File: config.mk
export PLATFORM = sky130hd
export DESIGN_NAME = step_delta_backlash_splitter
export DESIGN_NICKNAME = d
export VERILOG_FILES = /design/src/hdl/sdb_pkg.sv /design/src/hdl/sdb_lane.sv /design/src/hdl/sdb_merge.sv /design/src/hdl/step_delta_backlash_splitter.sv
export SDC_FILE = /design/constraint.sdc
export NUM_CORES = 2
export LEC_CHECK = 0
export BUFFER_PORTS_ARGS = -buffer_cell sky130_fd_sc_hd__buf_2
export CAP_MARGIN = 30
export CELL_PAD_IN_SITES_DETAIL_PLACEMENT = 0
export CELL_PAD_IN_SITES_GLOBAL_PLACEMENT = 1
export CORE_MARGIN = 10
export CORE_UTILIZATION = 56
export CTS_BUF_LIST = sky130_fd_sc_hd__clkbuf_2
export CTS_CLUSTER_SIZE = 28
export DETAILED_ROUTE_END_ITERATION = 12
export GPL_ROUTABILITY_DRIVEN = 0
export PLACE_DENSITY = 0.9
export REMOVE_ABC_BUFFERS = 1
export SLEW_MARGIN = 25
export SYNTH_ARGS = -nofsm -noshare
export SYNTH_HDL_FRONTEND = slang
export SYNTH_SLANG_ARGS = --single-unit
File: constraint.sdc
create_clock -name clk_i -period 13.6 [get_ports clk_i]
set_input_delay 0 -clock clk_i [delete_from_list [all_inputs] [get_ports clk_i]]
set_output_delay 0 -clock clk_i [all_outputs]
set_load 0.01 [all_outputs]
File: src/hdl/sdb_pkg.sv
// ----------------------------------------------------------------------------
// sdb_pkg
// Shared types and constants of the step delta splitter with backlash
// compensation: widths, register indexes, opcodes and lane control.
// ----------------------------------------------------------------------------
package sdb_pkg;

  localparam int unsigned NumSteppers = 4;
  localparam int unsigned PosW        = 32;
  localparam int unsigned BlW         = 16;
  localparam int unsigned LeadW       = 2;
  localparam int unsigned CfgIdxW     = 3;
  localparam int unsigned CfgDataW    = 16;
  localparam int unsigned NumPairs    = (NumSteppers + 1) / 2;

  typedef logic [PosW-1:0]        sdb_pos_t;
  typedef logic [BlW-1:0]         sdb_bl_t;
  typedef logic [LeadW-1:0]       sdb_lead_t;
  typedef logic [NumSteppers-1:0] sdb_mask_t;

  // Configuration register indexes
  typedef enum logic [CfgIdxW-1:0] {
    RegCheckMode  = 3'd0,
    RegBacklashEn = 3'd1,
    RegBacklash0  = 3'd2,
    RegBacklash1  = 3'd3,
    RegBacklash2  = 3'd4,
    RegBacklash3  = 3'd5
  } sdb_reg_e;

  // Input opcodes
  typedef enum logic {
    OpMove = 1'b0,
    OpSync = 1'b1
  } sdb_op_e;

  // Stage load strobes from the top level to every lane
  typedef struct packed {
    logic in_load;  // input transfer: latch target, form delta
    logic s2_load;  // delta stage advances: form counts
  } sdb_lane_ctrl_t;

endpackage

File: src/hdl/sdb_lane.sv
// ----------------------------------------------------------------------------
// sdb_lane
// One stepper lane: stored position, wrapped delta, absolute step count and
// the backlash compensation count for a flipped direction.
// ----------------------------------------------------------------------------
module sdb_lane import sdb_pkg::*; (
  input  logic                   clk_i,
  input  logic                   rst_ni,
  input  sdb_lane_ctrl_t         ctrl_i,
  input  logic signed [PosW-1:0] target_i,
  input  sdb_bl_t                bl_steps_i,
  input  logic                   flip_i,
  output logic                   dir_o,
  output logic                   moving_o,
  output sdb_pos_t               count_o,
  output sdb_bl_t                bcnt_o
);

  sdb_pos_t pos_q;
  sdb_pos_t delta_q;
  sdb_pos_t count_d, count_q;
  sdb_bl_t  bcnt_d, bcnt_q;

  // Load the stored position on every transfer; a still lane stores its own value
  always_ff @(posedge clk_i or negedge rst_ni) begin
    if (!rst_ni) begin
      pos_q <= '0;
    end else if (ctrl_i.in_load) begin
      pos_q <= sdb_pos_t'(target_i);
    end
  end

  // Form the wrapped delta against the stored position
  always_ff @(posedge clk_i) begin
    if (ctrl_i.in_load) begin
      delta_q <= sdb_pos_t'(target_i) - pos_q;
    end
  end

  assign dir_o    = delta_q[PosW-1];
  assign moving_o = |delta_q;

  // Take the magnitude; the most negative delta maps onto 2^31
  always_comb begin
    count_d = dir_o ? (sdb_pos_t'(0) - delta_q) : delta_q;
    bcnt_d  = flip_i ? bl_steps_i : '0;
  end

  always_ff @(posedge clk_i) begin
    if (ctrl_i.s2_load) begin
      count_q <= count_d;
      bcnt_q  <= bcnt_d;
    end
  end

  assign count_o = count_q;
  assign bcnt_o  = bcnt_q;

endmodule

File: src/hdl/sdb_merge.sv
// ----------------------------------------------------------------------------
// sdb_merge
// Merge stage: registered pairwise compare of the lane counts, then a final
// compare that yields the longest count and lead stepper, for the move
// counts and for the compensation counts. Ties go to the higher index.
// ----------------------------------------------------------------------------
module sdb_merge import sdb_pkg::*; (
  input  logic      clk_i,
  input  logic      load_i,
  input  sdb_pos_t  count_i     [NumSteppers],
  input  sdb_bl_t   bcnt_i      [NumSteppers],
  output sdb_pos_t  count_o     [NumSteppers],
  output sdb_bl_t   bcnt_o      [NumSteppers],
  output sdb_pos_t  longest_o,
  output sdb_lead_t lead_o,
  output sdb_bl_t   bl_longest_o,
  output sdb_lead_t bl_lead_o
);

  sdb_pos_t  pair_val_d  [NumPairs];
  sdb_lead_t pair_idx_d  [NumPairs];
  sdb_bl_t   bpair_val_d [NumPairs];
  sdb_lead_t bpair_idx_d [NumPairs];
  sdb_pos_t  pair_val_q  [NumPairs];
  sdb_lead_t pair_idx_q  [NumPairs];
  sdb_bl_t   bpair_val_q [NumPairs];
  sdb_lead_t bpair_idx_q [NumPairs];
  sdb_pos_t  count_q     [NumSteppers];
  sdb_bl_t   bcnt_q      [NumSteppers];
  sdb_pos_t  longest;
  sdb_lead_t lead;
  sdb_bl_t   bl_longest;
  sdb_lead_t bl_lead;

  // First level: the higher lane of a pair wins unless the lower is larger
  always_comb begin
    for (int p = 0; p < NumPairs; p++) begin
      pair_val_d[p]  = count_i[2*p];
      pair_idx_d[p]  = sdb_lead_t'(2*p);
      bpair_val_d[p] = bcnt_i[2*p];
      bpair_idx_d[p] = sdb_lead_t'(2*p);
      if (2*p + 1 < NumSteppers) begin
        if (!(count_i[2*p] > count_i[2*p+1])) begin
          pair_val_d[p] = count_i[2*p+1];
          pair_idx_d[p] = sdb_lead_t'(2*p + 1);
        end
        if (!(bcnt_i[2*p] > bcnt_i[2*p+1])) begin
          bpair_val_d[p] = bcnt_i[2*p+1];
          bpair_idx_d[p] = sdb_lead_t'(2*p + 1);
        end
      end
    end
  end

  // Hold pair winners and the lane counts alongside
  always_ff @(posedge clk_i) begin
    if (load_i) begin
      pair_val_q  <= pair_val_d;
      pair_idx_q  <= pair_idx_d;
      bpair_val_q <= bpair_val_d;
      bpair_idx_q <= bpair_idx_d;
      count_q     <= count_i;
      bcnt_q      <= bcnt_i;
    end
  end

  // Final level over the pair winners, higher pair wins ties
  always_comb begin
    longest    = pair_val_q[0];
    lead       = pair_idx_q[0];
    bl_longest = bpair_val_q[0];
    bl_lead    = bpair_idx_q[0];
    for (int p = 1; p < NumPairs; p++) begin
      if (!(longest > pair_val_q[p])) begin
        longest = pair_val_q[p];
        lead    = pair_idx_q[p];
      end
      if (!(bl_longest > bpair_val_q[p])) begin
        bl_longest = bpair_val_q[p];
        bl_lead    = bpair_idx_q[p];
      end
    end
  end

  assign count_o      = count_q;
  assign bcnt_o       = bcnt_q;
  assign longest_o    = longest;
  assign lead_o       = lead;
  assign bl_longest_o = bl_longest;
  // No compensation steps at all: fall back on the move's lead stepper
  assign bl_lead_o    = (bl_longest == '0) ? lead : bl_lead;

endmodule

File: src/hdl/step_delta_backlash_splitter.sv
// ----------------------------------------------------------------------------
// step_delta_backlash_splitter
// Splits absolute step targets for four steppers into move blocks, inserting
// a backlash compensation block ahead of a move whose directions flip.
//
//   Channel  Direction  Handshake                 Payload
//   in       input      in_valid_i / in_stall_o   opcode, target_0..3
//   out      output     out_valid_o / out_stall_i block fields, last_of_run
//   cfg      input      cfg_we_i                  cfg_index_i, cfg_data_i
//
// A move yields one block in the output register, two when a compensation
// block goes ahead of it; sync items and moves that emit nothing yield no
// block. From input transfer to the first block shown, an item passes the
// count, pair compare and output registers (the delta register loads with
// the transfer itself). Reset clears the stored positions, the direction
// history, the stage valids and the configuration registers. A stall on the
// output holds the block and backs up through the stages to in_stall_o.
// ----------------------------------------------------------------------------
module step_delta_backlash_splitter import sdb_pkg::*; (
  input  logic                   clk_i,
  input  logic                   rst_ni,
  // configuration
  input  logic                   cfg_we_i,
  input  logic [CfgIdxW-1:0]     cfg_index_i,
  input  logic [CfgDataW-1:0]    cfg_data_i,
  // input channel
  input  logic                   in_valid_i,
  output logic                   in_stall_o,
  input  logic                   opcode_i,
  input  logic signed [PosW-1:0] target_0_i,
  input  logic signed [PosW-1:0] target_1_i,
  input  logic signed [PosW-1:0] target_2_i,
  input  logic signed [PosW-1:0] target_3_i,
  // output channel
  output logic                   out_valid_o,
  input  logic                   out_stall_i,
  output logic                   is_compensation_o,
  output logic [PosW-1:0]        count_0_o,
  output logic [PosW-1:0]        count_1_o,
  output logic [PosW-1:0]        count_2_o,
  output logic [PosW-1:0]        count_3_o,
  output logic [NumSteppers-1:0] direction_mask_o,
  output logic [PosW-1:0]        longest_count_o,
  output logic [LeadW-1:0]       lead_stepper_o,
  output logic                   last_of_run_o
);

  // configuration registers
  logic      check_mode_q;
  logic      bl_en_q;
  sdb_bl_t   bl_steps_q [NumSteppers];

  // pipeline control
  logic      s1_valid_q, s2_valid_q, s3_valid_q, out_valid_q;
  logic      s2_comp_q, s3_comp_q;
  sdb_mask_t prev_dir_q;
  sdb_mask_t s2_dir_q, s3_dir_q;

  // output register
  logic      out_comp_q;
  sdb_pos_t  out_count_q [NumSteppers];
  sdb_mask_t out_dir_q;
  sdb_pos_t  out_longest_q;
  sdb_lead_t out_lead_q;
  logic      out_last_q;

  // lane and merge wiring
  logic signed [PosW-1:0] target [NumSteppers];
  sdb_lane_ctrl_t lane_ctrl;
  sdb_mask_t      lane_dir, lane_moving, lane_flip;
  sdb_pos_t       lane_count [NumSteppers];
  sdb_bl_t        lane_bcnt  [NumSteppers];
  sdb_pos_t       mrg_count  [NumSteppers];
  sdb_bl_t        mrg_bcnt   [NumSteppers];
  sdb_pos_t       mrg_longest;
  sdb_lead_t      mrg_lead;
  sdb_bl_t        mrg_bl_longest;
  sdb_lead_t      mrg_bl_lead;

  logic in_xfer, out_xfer, out_free, out_load;
  logic s3_done, s3_take, s2_adv, s2_take, s1_adv, s1_take;
  logic s1_keep, s1_comp;

  assign target[0] = target_0_i;
  assign target[1] = target_1_i;
  assign target[2] = target_2_i;
  assign target[3] = target_3_i;

  // Handshake and stage advance
  assign out_xfer = out_valid_q & ~out_stall_i;
  assign out_free = ~out_valid_q | ~out_stall_i;
  assign out_load = s3_valid_q & out_free;
  assign s3_done  = out_load & ~s3_comp_q;
  assign s3_take  = ~s3_valid_q | s3_done;
  assign s2_adv   = s2_valid_q & s3_take;
  assign s2_take  = ~s2_valid_q | s2_adv;
  assign s1_adv   = s1_valid_q & s2_take;
  assign s1_take  = ~s1_valid_q | s1_adv;
  assign in_stall_o = ~s1_take;
  assign in_xfer    = in_valid_i & s1_take;

  // Drop a still move or any move in check mode; flag a direction flip
  assign s1_keep   = (|lane_moving) & ~check_mode_q;
  assign lane_flip = prev_dir_q ^ lane_dir;
  assign s1_comp   = s1_keep & bl_en_q & (|lane_flip);

  assign lane_ctrl.in_load = in_xfer;
  assign lane_ctrl.s2_load = s1_adv;

  for (genvar g = 0; g < NumSteppers; g++) begin : g_lane
    sdb_lane u_lane (
      .clk_i      (clk_i),
      .rst_ni     (rst_ni),
      .ctrl_i     (lane_ctrl),
      .target_i   (target[g]),
      .bl_steps_i (bl_steps_q[g]),
      .flip_i     (lane_flip[g]),
      .dir_o      (lane_dir[g]),
      .moving_o   (lane_moving[g]),
      .count_o    (lane_count[g]),
      .bcnt_o     (lane_bcnt[g])
    );
  end

  sdb_merge u_merge (
    .clk_i        (clk_i),
    .load_i       (s2_adv),
    .count_i      (lane_count),
    .bcnt_i       (lane_bcnt),
    .count_o      (mrg_count),
    .bcnt_o       (mrg_bcnt),
    .longest_o    (mrg_longest),
    .lead_o       (mrg_lead),
    .bl_longest_o (mrg_bl_longest),
    .bl_lead_o    (mrg_bl_lead)
  );

  // Configuration writes; unknown indexes are dropped
  always_ff @(posedge clk_i or negedge rst_ni) begin
    if (!rst_ni) begin
      check_mode_q <= 1'b0;
      bl_en_q      <= 1'b0;
      for (int i = 0; i < NumSteppers; i++) begin
        bl_steps_q[i] <= '0;
      end
    end else if (cfg_we_i) begin
      unique case (sdb_reg_e'(cfg_index_i))
        RegCheckMode:  check_mode_q  <= cfg_data_i[0];
        RegBacklashEn: bl_en_q       <= cfg_data_i[0];
        RegBacklash0:  bl_steps_q[0] <= sdb_bl_t'(cfg_data_i);
        RegBacklash1:  bl_steps_q[1] <= sdb_bl_t'(cfg_data_i);
        RegBacklash2:  bl_steps_q[2] <= sdb_bl_t'(cfg_data_i);
        RegBacklash3:  bl_steps_q[3] <= sdb_bl_t'(cfg_data_i);
        default: ;
      endcase
    end
  end

  // Advance stage valids, flags and the direction history
  always_ff @(posedge clk_i or negedge rst_ni) begin
    if (!rst_ni) begin
      s1_valid_q  <= 1'b0;
      s2_valid_q  <= 1'b0;
      s2_comp_q   <= 1'b0;
      s3_valid_q  <= 1'b0;
      s3_comp_q   <= 1'b0;
      out_valid_q <= 1'b0;
      prev_dir_q  <= '0;
    end else begin
      if (s1_take) begin
        s1_valid_q <= in_xfer & (sdb_op_e'(opcode_i) == OpMove);
      end
      if (s1_adv) begin
        s2_valid_q <= s1_keep;
        s2_comp_q  <= s1_comp;
        if (s1_comp) begin
          prev_dir_q <= lane_dir;
        end
      end else if (s2_adv) begin
        s2_valid_q <= 1'b0;
      end
      if (s2_adv) begin
        s3_valid_q <= 1'b1;
        s3_comp_q  <= s2_comp_q;
      end else if (s3_done) begin
        s3_valid_q <= 1'b0;
      end else if (out_load) begin
        s3_comp_q  <= 1'b0;
      end
      if (out_load) begin
        out_valid_q <= 1'b1;
      end else if (out_xfer) begin
        out_valid_q <= 1'b0;
      end
    end
  end

  // Hold direction masks alongside the stages
  always_ff @(posedge clk_i) begin
    if (s1_adv) begin
      s2_dir_q <= lane_dir;
    end
    if (s2_adv) begin
      s3_dir_q <= s2_dir_q;
    end
  end

  // Load the output register: compensation block first, then the move block
  always_ff @(posedge clk_i) begin
    if (out_load) begin
      out_dir_q <= s3_dir_q;
      if (s3_comp_q) begin
        out_comp_q    <= 1'b1;
        out_longest_q <= sdb_pos_t'(mrg_bl_longest);
        out_lead_q    <= mrg_bl_lead;
        out_last_q    <= 1'b0;
        for (int i = 0; i < NumSteppers; i++) begin
          out_count_q[i] <= sdb_pos_t'(mrg_bcnt[i]);
        end
      end else begin
        out_comp_q    <= 1'b0;
        out_longest_q <= mrg_longest;
        out_lead_q    <= mrg_lead;
        out_last_q    <= 1'b1;
        out_count_q   <= mrg_count;
      end
    end
  end

  assign out_valid_o       = out_valid_q;
  assign is_compensation_o = out_comp_q;
  assign count_0_o         = out_count_q[0];
  assign count_1_o         = out_count_q[1];
  assign count_2_o         = out_count_q[2];
  assign count_3_o         = out_count_q[3];
  assign direction_mask_o  = out_dir_q;
  assign longest_count_o   = out_longest_q;
  assign lead_stepper_o    = out_lead_q;
  assign last_of_run_o     = out_last_q;

endmodule

==> results.sh <==
export IMPL_drv_max_cap_violation_count=0
export IMPL_hpwl_reported_at_the_end_of_detailed_placement_um=83400
export IMPL_fin_skew_ns=0.153
export IMPL_seq_area_frac_synth_pct=61.0
export IMPL_hold_viol=0
export IMPL_overall_via_count_from_detail_route=33000
export IMPL_ctsResizeCount=0
export IMPL_design_die_area_um2=96200
export IMPL_placeableCoreArea_um2=83600
export IMPL_layout_common_cells="sky130_fd_sc_hd__edfxtp_1, sky130_fd_sc_hd__dlygate4sd3_1, sky130_fd_sc_hd__clkbuf_2"
export IMPL_cts_path_max_buffers=3
export IMPL_timing_critical_path_required_ns=14.91
export IMPL_synthArstFlopShare_pct=20.6
export IMPL_dpl_worst_slack_ns=9.43
export IMPL_clock_buffers_created_by_tritoncts=238
export IMPL_finalWorstPathRequiredPeriod_ns=4.98
export IMPL_fin_total_pwr_mw=8.29
export IMPL_internal_power_mw=5.64
export IMPL_cts_hold_buffers_added=552
export IMPL_seq_cells_post_synth=992
export IMPL_ff2ff_setup_slack_ns=8.62
export IMPL_synth_simple_gate_area_share_pct=8.51
export IMPL_hold_path_end="g_lane[3].u_lane.delta_q[23]$_DFFE_PP_"
export IMPL_clockPowerShare_pct=24.4
export IMPL_synth_fa_ha_area_share_pct=7.39
export IMPL_setup_viol=0
export IMPL_cp_startpoint="out_valid_o$_DFFE_PN0P_"
export IMPL_clock_sinks=992
export IMPL_total_switching_power_mw=2.65
export IMPL_worstSetupEndpointType="flip-flop"
export IMPL_timing_critical_path_slowest_stage_cell="sky130_fd_sc_hd__buf_4"
export IMPL_grt_start_max_net_pins=197
export IMPL_final_instance_count_excl_fill=5995
export IMPL_avgViaCountPerCell=5.51
export IMPL_combinationalPowerShare_pct=24.7
export IMPL_design_area_um2=58100
export IMPL_cellLeakagePower_nw=23.8
export IMPL_synth_top_family_by_area="compound AO/OA/AOI/OAI gates"
export IMPL_floorplan_initialDensity_pct=56.4
export IMPL_worstSetupPathType="flip-flop to flip-flop"
export IMPL_r2r_start="out_valid_o$_DFFE_PN0P_"
export IMPL_part_of_the_cycle_the_worst_path_needs_pct=36.6
export IMPL_synth_compound_area_share_pct=8.58
export IMPL_drt_total_wl_um=124000
export IMPL_hold_path_class="input pin to flip-flop"
export IMPL_cp_start_kind="flip-flop"
export IMPL_fraction_of_synthesized_area_in_multiplexers_pct=7.13
export IMPL_p_sw_share_pct=32.0
export IMPL_critPathBufInv=7
export IMPL_design_final_nets=5131
export IMPL_rows=106
export IMPL_power_per_cell_area_nw_per_um2=143
export IMPL_synth_enable_flop_cells=788
export IMPL_fp_dieW_um=310
export IMPL_worst_hold_path_num_cells=5
export IMPL_synth_top_flop_cell="sky130_fd_sc_hd__edfxtp_1"
export IMPL_area_growth_syn_to_layout_pct=23.2
export IMPL_initial_antenna_violation_count=12
export IMPL_wl_per_cell_um=20.6
export IMPL_synth_yosys_warnings=0
export IMPL_yosys_area_share_xor_xnor_pct=4.11
export IMPL_cts_setup_buffers=0
export IMPL_worst_slew_margin_rel_pct=32.6
export IMPL_hold_path_startpoint="target_3_i[23]"
export IMPL_crit_arrival_ns=6.29
export IMPL_clkLatencyLatePin_ns=1.54
export IMPL_vdd_drop_max_uv=96.2
export IMPL_num_io_pins=323
export IMPL_slew_violations=0
export IMPL_ys_types=68
export IMPL_cts_reportedPaths_clkPinSlew_ns=0.12
export IMPL_grt_usage_pct=25.8
export IMPL_grt_setup_unrepaired="false"
export IMPL_final_core_utilization_pct=69.5
export IMPL_portion_of_total_power_attributed_to_sequential_cells_pct=50.9
export IMPL_drc=0
export IMPL_worstReg2RegEnd="g_lane[1].u_lane.pos_q[31]$_DFFE_PN0P_"
export IMPL_grt_overflow=0
export IMPL_timing_reg2reg_worst_path_depth=12
export IMPL_timing_critical_path_slowest_cell_delay_ns=0.73
export IMPL_fill_cells=5900
export IMPL_timing_critical_path_max_delay_family="buffers and inverters"
export IMPL_max_freq_mhz=201
export IMPL_cp_cell_sequence="nand2_1, dlygate4sd3_1, a21bo_2, inv_1, nand3_1, inv_1, nor2_4, buf_6, buf_4, buf_12, mux2_2, dlygate4sd3_1"
export IMPL_initial_drc_count=2705
export IMPL_detailed_place_area_um2=50100
export IMPL_setup_tns_final_ns=0
export IMPL_cts_tree="done"
export IMPL_first_global_vias=33700
export IMPL_layout_commonest_cell="sky130_fd_sc_hd__edfxtp_1"
export IMPL_final_setup_worst_slack_ns=8.62
export IMPL_syn_area_um2=47100
export IMPL_buffer_ports_inserted=322
export IMPL_clock_tree_root_cell="sky130_fd_sc_hd__clkbuf_2"
export IMPL_synthCells=3640
export IMPL_run_status="finished, final reports clean"
export IMPL_grt_first_pass_wirelength_um=190000
export IMPL_dp_cells=4985
export IMPL_worst_slew_pin_transition_ns=0.985
export IMPL_syn_area_per_cell_um2=12.9
export IMPL_die_h_um=310
export IMPL_drt_pre_antenna_iters=6
export IMPL_drive_above_1_share_pct=21.1
export IMPL_critPathMaxFanout=196
export IMPL_whs_ns=0.192
export IMPL_postRouteAntennaNets=0
export IMPL_ctsHtreeMaxLevel=4
## power groups by stage
stage               Clock, mW  Combinational, mW  Sequential, mW
floorplan                   0               1.22            4.27
global placement            0               1.80            4.27
detailed placement          0               1.85            4.28
CTS                      2.06               2.01            4.22
global route             2.23               2.24            4.26
finish                   2.02               2.05            4.22
## layout make-up
class	instances	area, um^2	share of cell area, %
Multi-Input combinational cell	2242	16900	29.1
Timing Repair Buffer	911	7560	13.0
Clock buffer	366	1830	3.15
Tap cell	1080	1350	2.33
Sequential cell	992	28800	49.5
Antenna cell	5	12.5	0.0215
Clock inverter	82	465	0.802
Inverter	317	1190	2.06
## worst max path at each step
stage                                              to  cells past startpoint
2_1_floorplan   g_lane[0].u_lane.pos_q[0]$_DFFE_PN0P_                      7
3_3_place_gp   g_lane[1].u_lane.pos_q[31]$_DFFE_PN0P_                     10
3_5_place_dp   g_lane[1].u_lane.pos_q[31]$_DFFE_PN0P_                     10
4_1_cts        g_lane[1].u_lane.pos_q[31]$_DFFE_PN0P_                     12
5_1_grt        g_lane[1].u_lane.pos_q[31]$_DFFE_PN0P_                     12
6_report       g_lane[1].u_lane.pos_q[31]$_DFFE_PN0P_                     12
## worst reg2reg max path: stages, from the launching register on
cell and delay (ns):
sky130_fd_sc_hd__dfrtp_1 0.40, sky130_fd_sc_hd__nand2_1 0.08, sky130_fd_sc_hd__dlygate4sd3_1 0.57, sky130_fd_sc_hd__a21bo_2 0.16, sky130_fd_sc_hd__inv_1 0.05, sky130_fd_sc_hd__nand3_1 0.10, sky130_fd_sc_hd__inv_1 0.09, sky130_fd_sc_hd__nor2_4 0.09
sky130_fd_sc_hd__buf_6 0.52, sky130_fd_sc_hd__buf_4 0.87, sky130_fd_sc_hd__buf_12 0.67, sky130_fd_sc_hd__mux2_2 0.66, sky130_fd_sc_hd__dlygate4sd3_1 0.57
## registers in the layout, summed over array words and instances, names as in the netlist, 4 cells and up
name / flops
g_lane.u_lane.count_o: 128
g_lane.u_lane.delta_q: 128
g_lane.u_lane.pos_q: 128
u_merge.count_o: 128
bl_steps_q: 64
g_lane.u_lane.bcnt_o: 64
u_merge.bcnt_o: 64
u_merge.pair_val_q: 64
count_0_o: 32
count_1_o: 32
count_2_o: 32
count_3_o: 32
longest_count_o: 32
u_merge.bpair_val_q: 32
direction_mask_o: 4
prev_dir_q: 4
s2_dir_q: 4
s3_dir_q: 4
## cells by family (layout without fill, tap and decap cells)
logic type | after synthesis | after routing
AO/OA/AOI/OAI | 652 | 652
XOR/XNOR | 221 | 221
adder cells (fa/ha/maj) | 276 | 276
buffers and inverters | 406 | 1676
flip-flops | 992 | 992
multiplexers | 306 | 306
other | 0 | 5
AND/OR/NAND/NOR | 787 | 787
## synthesized netlist by cell type (9+ instances only)
master                     instances  area share, %
sky130_fd_sc_hd__o21ai_0         240            2.5
sky130_fd_sc_hd__nand2_1         248            2.0
sky130_fd_sc_hd__a21oi_1         136            1.4
sky130_fd_sc_hd__edfxtp_1        788             50
sky130_fd_sc_hd__o21a_1           34           0.54
sky130_fd_sc_hd__nor4_1           24           0.32
sky130_fd_sc_hd__or4_1            18           0.29
sky130_fd_sc_hd__o41ai_1          19           0.35
sky130_fd_sc_hd__nor3_1           31           0.33
sky130_fd_sc_hd__a211oi_1         15           0.24
sky130_fd_sc_hd__o21bai_1          9           0.14
sky130_fd_sc_hd__xnor2_1         188            3.5
sky130_fd_sc_hd__and2_1           74           0.98
sky130_fd_sc_hd__nand4_1          42           0.56
sky130_fd_sc_hd__inv_1           317            2.5
sky130_fd_sc_hd__or2_2            12           0.16
sky130_fd_sc_hd__dfrtp_1         204             11
sky130_fd_sc_hd__or3_1            15           0.20
sky130_fd_sc_hd__a21boi_0         12           0.19
sky130_fd_sc_hd__o31ai_1          42           0.67
sky130_fd_sc_hd__a21o_1           74            1.2
sky130_fd_sc_hd__mux2i_1          68            1.4
sky130_fd_sc_hd__nand3_1          34           0.36
sky130_fd_sc_hd__and3_1           13           0.17
sky130_fd_sc_hd__mux2_2          238            5.7
sky130_fd_sc_hd__nand2b_1         30           0.40
sky130_fd_sc_hd__xor2_1           33           0.61
sky130_fd_sc_hd__nor2_1          127            1.0
sky130_fd_sc_hd__nor2b_1          88            1.2
sky130_fd_sc_hd__ha_1            272            7.2
sky130_fd_sc_hd__clkbuf_1         86           0.69
## layer usage
layer | part of all wire, % | global-route usage [%]
met3 | 7.9 | 5.36
met5 | 0.021 | 0
met2 | 47 | 41.4
met4 | 4.1 | 11.8
met1 | 41 | 33.6
Note: power is estimated with default switching activity, not from simulation.
